## config.mk

```make
export PLATFORM = sky130hd
export DESIGN_NAME = midi_command_packet_encoder
export DESIGN_NICKNAME = d
export VERILOG_FILES = /design/src/hw/rtl/mcpe_pkg.sv /design/src/hw/rtl/midi_command_packet_encoder.sv /design/src/hw/rtl/mcpe_decode.sv /design/src/hw/rtl/mcpe_cmd_reg.sv
export SDC_FILE = /design/constraint.sdc
export NUM_CORES = 1
export LEC_CHECK = 0
export ABC_AREA = 1
export BUFFER_PORTS_ARGS = -buffer_cell sky130_fd_sc_hd__buf_2
export CORE_MARGIN = 2
export CORE_UTILIZATION = 25
export DETAILED_ROUTE_END_ITERATION = 12
export GPL_ROUTABILITY_DRIVEN = 0
export HOLD_SLACK_MARGIN = 0.15
export PLACE_DENSITY = 0.53
export SLEW_MARGIN = 30
export SYNTH_ARGS = -nofsm -noshare
export SYNTH_HDL_FRONTEND = slang
export SYNTH_SLANG_ARGS = --single-unit
```

## constraint.sdc

```tcl
create_clock -name aclk -period 2.8 [get_ports aclk]
set_clock_uncertainty 0.05 [all_clocks]
set_input_delay 0.14 -clock aclk [delete_from_list [all_inputs] [get_ports aclk]]
set_output_delay 0.14 -clock aclk [all_outputs]
set_load 0.005 [all_outputs]
```

## src/hw/rtl/mcpe_pkg.sv

```systemverilog
// Package with shared types, codes and constants for the MIDI command packet encoder.
`timescale 1ns / 1ps

package mcpe_pkg;

    // Number of packet slots one command can fill
    localparam int unsigned SLOT_COUNT = 3;

    // Switch command actions
    typedef enum logic [2:0] {
        ACT_NOTE    = 3'd0,
        ACT_CTRL    = 3'd1,
        ACT_PROGRAM = 3'd2,
        ACT_BEND    = 3'd3,
        ACT_START   = 3'd4,
        ACT_STOP    = 3'd5
    } action_t;

    // USB-MIDI code index numbers
    localparam logic [3:0] CI_NOTE_OFF = 4'h8;
    localparam logic [3:0] CI_NOTE_ON  = 4'h9;
    localparam logic [3:0] CI_CTRL     = 4'hB;
    localparam logic [3:0] CI_PROG     = 4'hC;
    localparam logic [3:0] CI_BEND     = 4'hE;
    localparam logic [3:0] CI_SINGLE   = 4'hF;

    // MIDI status bytes, channel goes into the low nibble
    localparam logic [7:0] ST_NOTE_ON  = 8'h90;
    localparam logic [7:0] ST_NOTE_OFF = 8'h80;
    localparam logic [7:0] ST_CTRL     = 8'hB0;
    localparam logic [7:0] ST_PROG     = 8'hC0;
    localparam logic [7:0] ST_BEND     = 8'hE0;
    localparam logic [7:0] ST_START    = 8'hFA;
    localparam logic [7:0] ST_STOP     = 8'hFC;

    // Bank select controllers and pitch bend center
    localparam logic [6:0]  BANK_MSB_CTRL = 7'h00;
    localparam logic [6:0]  BANK_LSB_CTRL = 7'h20;
    localparam logic [13:0] BEND_CENTER   = 14'h2000;

    // Serial byte counts
    localparam logic [1:0] LEN_THREE = 2'd3;
    localparam logic [1:0] LEN_TWO   = 2'd2;
    localparam logic [1:0] LEN_ONE   = 2'd1;

    // One MIDI message as a USB-MIDI event packet
    typedef struct packed {
        logic [3:0] code_index;
        logic [7:0] status_byte;
        logic [6:0] first_data;
        logic [6:0] second_data;
        logic [1:0] serial_count;
    } pkt_t;

    // Decoded command: slot 0 bank MSB, slot 1 bank LSB, slot 2 main message
    typedef struct packed {
        pkt_t [SLOT_COUNT-1:0]  slot;
        logic [SLOT_COUNT-1:0]  mask;
    } cmd_t;

    // Packet leaving the command register toward the output register
    typedef struct packed {
        pkt_t pkt;
        logic last;
    } out_pkt_t;

endpackage

```

## src/hw/rtl/midi_command_packet_encoder.sv

```systemverilog
// Top level of the MIDI command packet encoder.
`timescale 1ns / 1ps
//
// Takes one stored switch command per request on the s_ channel (valid/ready)
// and sends the MIDI messages it causes, one USB-MIDI event packet per
// request on the m_ channel, with the serial byte count and a flag on the
// final packet of the command.
// A command is decoded into up to three packet slots and held in a command
// register; while the output register is free, one packet a cycle moves from
// there into the output register, which drives m_valid.
// A command sends its packets in turn, one to three of them (program change
// with both bank bytes sends three). A command that causes no packet is
// accepted and sends nothing.
// The next command is accepted in the cycle its last packet moves to the
// output register, so commands follow back to back.
// When the receiver stalls, the output register holds its packet and the
// command register holds the rest; s_ready stays low while the command register is full.
// Reset (aresetn low, synchronous) empties both registers and drops m_valid.
//

module midi_command_packet_encoder (
    input  logic       aclk,
    input  logic       aresetn,
    input  logic       s_valid,
    output logic       s_ready,
    input  logic [2:0] s_action,
    input  logic [7:0] s_channel_byte,
    input  logic [7:0] s_param_one,
    input  logic [7:0] s_param_two,
    input  logic [7:0] s_param_three,
    input  logic       s_switch_on,
    output logic       m_valid,
    input  logic       m_ready,
    output logic [3:0] m_code_index,
    output logic [7:0] m_status_byte,
    output logic [6:0] m_first_data,
    output logic [6:0] m_second_data,
    output logic [1:0] m_serial_count,
    output logic       m_last_of_run
);
    import mcpe_pkg::*;

    cmd_t     dec_cmd;
    out_pkt_t pkt;
    logic     pkt_valid;
    logic     out_free;
    logic     m_valid_reg, m_valid_next;
    out_pkt_t out_reg, out_next;

    mcpe_decode u_decode (
        .action       (s_action),
        .channel_byte (s_channel_byte),
        .param_one    (s_param_one),
        .param_two    (s_param_two),
        .param_three  (s_param_three),
        .switch_on    (s_switch_on),
        .cmd          (dec_cmd)
    );

    mcpe_cmd_reg u_cmd_reg (
        .aclk      (aclk),
        .aresetn   (aresetn),
        .req_valid (s_valid),
        .req_ready (s_ready),
        .req_cmd   (dec_cmd),
        .pkt_valid (pkt_valid),
        .pkt_take  (out_free),
        .pkt_out   (pkt)
    );

    // Output register takes a packet whenever it is empty or being drained
    assign out_free = !m_valid_reg || m_ready;

    always_comb begin
        m_valid_next = m_valid_reg;
        out_next     = out_reg;
        if (out_free) begin
            m_valid_next = pkt_valid;
            out_next     = pkt;
        end
    end

    always_ff @(posedge aclk) begin
        if (!aresetn) begin
            m_valid_reg <= 1'b0;
        end else begin
            m_valid_reg <= m_valid_next;
        end
        out_reg <= out_next;
    end

    assign m_valid        = m_valid_reg;
    assign m_code_index   = out_reg.pkt.code_index;
    assign m_status_byte  = out_reg.pkt.status_byte;
    assign m_first_data   = out_reg.pkt.first_data;
    assign m_second_data  = out_reg.pkt.second_data;
    assign m_serial_count = out_reg.pkt.serial_count;
    assign m_last_of_run  = out_reg.last;

endmodule

```

## src/hw/rtl/mcpe_decode.sv

```systemverilog
// Decoder from one stored switch command to up to three packet slots.
`timescale 1ns / 1ps

module mcpe_decode (
    input  logic [2:0]   action,
    input  logic [7:0]   channel_byte,
    input  logic [7:0]   param_one,
    input  logic [7:0]   param_two,
    input  logic [7:0]   param_three,
    input  logic         switch_on,
    output mcpe_pkg::cmd_t cmd
);
    import mcpe_pkg::*;

    logic [7:0] chan;
    pkt_t       pkt_none;

    assign chan     = {4'h0, channel_byte[3:0]};
    assign pkt_none = '0;

    // Build the slots and the mask of slots to send
    always_comb begin
        cmd.slot = {pkt_none, pkt_none, pkt_none};
        cmd.mask = '0;
        unique case (action)
            ACT_NOTE: begin
                cmd.mask[2] = 1'b1;
                if (switch_on) begin
                    cmd.slot[2] = '{CI_NOTE_ON, ST_NOTE_ON | chan, param_one[6:0],
                                    param_two[6:0], LEN_THREE};
                end else begin
                    cmd.slot[2] = '{CI_NOTE_OFF, ST_NOTE_OFF | chan, param_one[6:0],
                                    7'd0, LEN_THREE};
                end
            end
            ACT_CTRL: begin
                // drop the off message when no off value is stored
                cmd.mask[2] = switch_on || !param_three[7];
                cmd.slot[2] = '{CI_CTRL, ST_CTRL | chan, param_one[6:0],
                                switch_on ? param_two[6:0] : param_three[6:0],
                                LEN_THREE};
            end
            ACT_PROGRAM: begin
                cmd.mask[0] = !param_two[7];
                cmd.mask[1] = !param_three[7];
                cmd.mask[2] = 1'b1;
                cmd.slot[0] = '{CI_CTRL, ST_CTRL | chan, BANK_MSB_CTRL,
                                param_two[6:0], LEN_THREE};
                cmd.slot[1] = '{CI_CTRL, ST_CTRL | chan, BANK_LSB_CTRL,
                                param_three[6:0], LEN_THREE};
                cmd.slot[2] = '{CI_PROG, ST_PROG | chan, param_one[6:0],
                                7'd0, LEN_TWO};
            end
            ACT_BEND: begin
                cmd.mask[2] = 1'b1;
                if (switch_on) begin
                    cmd.slot[2] = '{CI_BEND, ST_BEND | chan, param_one[6:0],
                                    param_two[6:0], LEN_THREE};
                end else begin
                    cmd.slot[2] = '{CI_BEND, ST_BEND | chan, BEND_CENTER[6:0],
                                    BEND_CENTER[13:7], LEN_THREE};
                end
            end
            ACT_START: begin
                cmd.mask[2] = 1'b1;
                cmd.slot[2] = '{CI_SINGLE, ST_START, 7'd0, 7'd0, LEN_ONE};
            end
            ACT_STOP: begin
                cmd.mask[2] = 1'b1;
                cmd.slot[2] = '{CI_SINGLE, ST_STOP, 7'd0, 7'd0, LEN_ONE};
            end
            default: begin
                cmd.mask = '0;
            end
        endcase
    end

endmodule

```

## src/hw/rtl/mcpe_cmd_reg.sv

```systemverilog
// Command register that hands out its pending packets one per cycle while they are taken.
`timescale 1ns / 1ps

module mcpe_cmd_reg (
    input  logic               aclk,
    input  logic               aresetn,
    input  logic               req_valid,
    output logic               req_ready,
    input  mcpe_pkg::cmd_t     req_cmd,
    output logic               pkt_valid,
    input  logic               pkt_take,
    output mcpe_pkg::out_pkt_t pkt_out
);
    import mcpe_pkg::*;

    logic                  cmd_valid_reg, cmd_valid_next;
    logic [SLOT_COUNT-1:0] mask_reg, mask_next;
    pkt_t [SLOT_COUNT-1:0] slot_reg, slot_next;
    logic [SLOT_COUNT-1:0] sel;
    logic [SLOT_COUNT-1:0] remain;
    logic                  take;
    logic                  accept;

    // Pick the lowest pending slot
    always_comb begin
        priority if (mask_reg[0]) begin
            sel = 3'b001;
        end else if (mask_reg[1]) begin
            sel = 3'b010;
        end else begin
            sel = 3'b100;
        end
    end

    always_comb begin
        priority if (sel[0]) begin
            pkt_out.pkt = slot_reg[0];
        end else if (sel[1]) begin
            pkt_out.pkt = slot_reg[1];
        end else begin
            pkt_out.pkt = slot_reg[2];
        end
    end

    assign remain       = mask_reg & ~sel;
    assign pkt_out.last = (remain == '0);
    assign pkt_valid    = cmd_valid_reg;
    assign take         = cmd_valid_reg && pkt_take;

    // Free for a new request when empty or once the last packet leaves
    assign req_ready = !cmd_valid_reg || (take && remain == '0);
    assign accept    = req_valid && req_ready;

    // Load a new request or advance through the pending slots
    always_comb begin
        cmd_valid_next = cmd_valid_reg;
        mask_next      = mask_reg;
        slot_next      = slot_reg;
        if (accept) begin
            cmd_valid_next = |req_cmd.mask;
            mask_next      = req_cmd.mask;
            slot_next      = req_cmd.slot;
        end else if (take) begin
            cmd_valid_next = |remain;
            mask_next      = remain;
        end
    end

    always_ff @(posedge aclk) begin
        if (!aresetn) begin
            cmd_valid_reg <= 1'b0;
            mask_reg      <= '0;
        end else begin
            cmd_valid_reg <= cmd_valid_next;
            mask_reg      <= mask_next;
        end
        slot_reg <= slot_next;
    end

    // A held command always has a packet left to send
    a_mask_live: assert property (@(posedge aclk) disable iff (!aresetn)
        cmd_valid_reg |-> (mask_reg != '0))
        else $error("command held with empty mask");

    // Ready while busy only when the final packet is leaving
    a_ready_last: assert property (@(posedge aclk) disable iff (!aresetn)
        (cmd_valid_reg && req_ready) |-> (pkt_take && $countones(mask_reg) == 1))
        else $error("ready raised before last packet left");

    // A partly sent command stays for its remaining packets
    a_keep_rest: assert property (@(posedge aclk) disable iff (!aresetn)
        (take && remain != '0) |=> (cmd_valid_reg && mask_reg == $past(remain)))
        else $error("remaining packets lost");

    // Exactly one slot selected while busy
    a_sel_one: assert property (@(posedge aclk) disable iff (!aresetn)
        cmd_valid_reg |-> $onehot(sel & mask_reg))
        else $error("slot selection not one-hot");

endmodule
```

==> impl_metrics.toml <==
[synthesis]
muxShareOfSynthArea = 0
synth_fp_nets = 335
synth_xor_area_frac = 0
postSynth.asyncResetShare = 0
yosysUniqueCellTypes = 25
avgSynthCellArea_sq_um = 10.7
synthFlopType = "edfxtp_1"
synth_edf_count = 68
yosysTopAreaCell = "edfxtp_1"
synth_compound_area_frac = 0.0599
synth-simple-area-share = 0.174
yosys-top-cells-area = "edfxtp_1 (65%), nand2_1 (8.6%), inv_1 (5.7%), nor2_1 (4.2%), dfxtp_1 (3.2%)"
synthCells = 295
synthesis.area_sq_um = 3160
ys_seq_area_frac = 0.679
synth_top_family_by_area = "simple AND/OR/NAND/NOR gates"
synth-adder-area-share = 0
yosys.area.top_type_share = 0.647
synth-seq-cells = 73
ys_warn_count = 0

[grt]
grt_max_degree = 38
grt_antenna_before_repair = 0
grt_pass1_wl_um = 10500
grt.overflow.total = 0
grt_pass1_vias = 2163
grt.met1_usage = 0.124
grt.busiest_layer = "met2"
grtUsageTotal = 0.104
grt_use_met2 = 0.169
gr-usage-met3 = 0.0317

[clock_tree]
cts_buffer_depth = 2
cts.clk_slew.worst_paths_ps = 60
h-tree-depth = 3
clock-sinks = 73
cts_resized = 0
cts_tree = "done"
root_buffer = "clkbuf_16"
clk_latency_ps = 330
cts_buffers = 9

[timing]
finalHoldViolations = 0
min_period_over_period = 0.858
setup_total_negative_slack_ps = 0
grt_setup_unrepaired = "no"
hold-worst-slack_ps = 173
slew_violations = 0
period_minus_slack_ps = 2400
finalSetupViolations = 0
worst_pin_slew_ps = 886
timing.fmax_mhz = 416
max-slew-margin-rel = 0.408

[worst_setup_path]
path_max_fanout = 23
required_ps = 3020
path_class = "in2reg"
endpoint_kind = "flip-flop"
r2r_setup_slack_ps = 610
worstPathArrival_ps = 2620
r2r-start = "u_cmd_reg.mask_reg[0]"
reg2reg_depth = 8
start_kind = "input pin"
r2r-end = "u_cmd_reg.mask_reg[0]"

[final_layout]
drive_gt1_frac = 0.233
layout_commonest_cell = "nand2_1"
postLayoutCellArea_sq_um = 4270
synthToLayoutAreaGrowth_pct = 35.4
layoutNonFillerInstCount = 571
nNetsFinal = 434
insertedDiodeCount = 0
layout_common_cells = "nand2_1 (72), edfxtp_1 (68), buf_2 (65)"
n_fill_cell = 1249
fin_util = 0.343
largest_register_ffs = 43

[min_path]
hold_path.startpoint = "s_action[0]"
min_path_type = "in2reg"
whs_endpoint = "u_cmd_reg.slot_reg[56]"
hold_depth = 3

[detailed_routing]
first_pass_iters = 4
route.detailed.wl_per_inst_um = 11.6
wirelength_um = 6630
drt_iter0_markers = 60
drt.antenna.violating_nets = 0
num_vias = 2254
via_per_inst = 3.95
drc = 0

[power_and_ir_drop]
power_density_nw_per_um2 = 629
p_leak_nw = 1.98
peakVddDrop_mv = 0.212

[status]
outcome = "finished, final reports clean"

[die]
start_util = 0.253
core_area_sq_um = 12500
pin_count = 71
die_h_um = 116
die_area_sq_um = 13500
num_rows = 41
die_w_um = 116

[place]
place_area_sq_um = 3640
dp_cells = 521
hpwlAfterDp_um = 4330
port_buffers = 65

[job]
maxCapViolCount = 0
report_power, final:
| group | switching (W) | internal, W |
|---|---|---|
| logic | 0.000151 | 0.000125 |
| clock network | 0.000416 | 0.000679 |
| registers | 0.0000286 | 0.00129 |
layout make-up:
type | instances | area (sq um) | area share
sequential | 73 | 2140 | 0.501
multi-input combinational | 158 | 738 | 0.173
timing repair buffer | 101 | 693 | 0.162
clock buffer | 9 | 225 | 0.0527
tap | 172 | 215 | 0.0504
inverter | 51 | 196 | 0.0460
clock inverter | 7 | 61.3 | 0.0144
logic make-up after synthesis:
kind of cell	count (synthesis)
simple gates	129
flops	73
buf+inv	64
compound gates	29
cell usage after synthesis, types with 2 or more instances:
cell type	n
nand2_1	72
a21oi_1	13
nand2_4	3
inv_1	48
o21ai_0	3
edfxtp_1	68
dfxtp_1	5
nor2_1	35
nor2_2	3
buf_4	6
inv_4	2
a211oi_1	5
buf_2	6
nand3_1	15
timing repair:
item                                   in CTS  in global routing
setup buffers                               0                  0
hold buffers                               34                  0
endpoints found under the hold margin      41                  0
worst max-delay path by stage:
stage / start / slack (ps) / end
5_1_grt: s_action[2] / 220 / u_cmd_reg.mask_reg[0]
3_3_place_gp: u_cmd_reg.mask_reg[0] / 670 / m_status_byte[4]
3_5_place_dp: u_cmd_reg.mask_reg[0] / 620 / m_status_byte[4]
6_report: s_action[2] / 400 / u_cmd_reg.mask_reg[0]
2_1_floorplan: m_valid / 170 / u_cmd_reg.slot_reg[28]
4_1_cts: s_action[2] / 400 / u_cmd_reg.mask_reg[0]
layer usage:
| layer | part of all wire | vias to the layer above |
|---|---|---|
| met4 | 0.022 | 0 |
| li1 | - | 1161 |
| met1 | 0.43 | 1032 |
| met3 | 0.048 | 10 |
| met2 | 0.50 | 51 |
| met5 | 0 | - |
critical path, stage by stage:
cell	delay (ps)
dlygate4sd3_1	530
buf_2	180
nor2_2	170
nand2_1	540
nor2_1	300
nand2_1	80
a21oi_1	130
dlygate4sd3_1	550
metrics by stage:
stage | setup slack [ps] | total power (W)
finish | 398 | 0.00269
global route | 218 | 0.00280
CTS | 400 | 0.00272
detailed placement | 624 | 0.00159
global placement | 674 | 0.00158
floorplan | 171 | 0.00148
No activity file was read; power rests on OpenSTA's default activity.
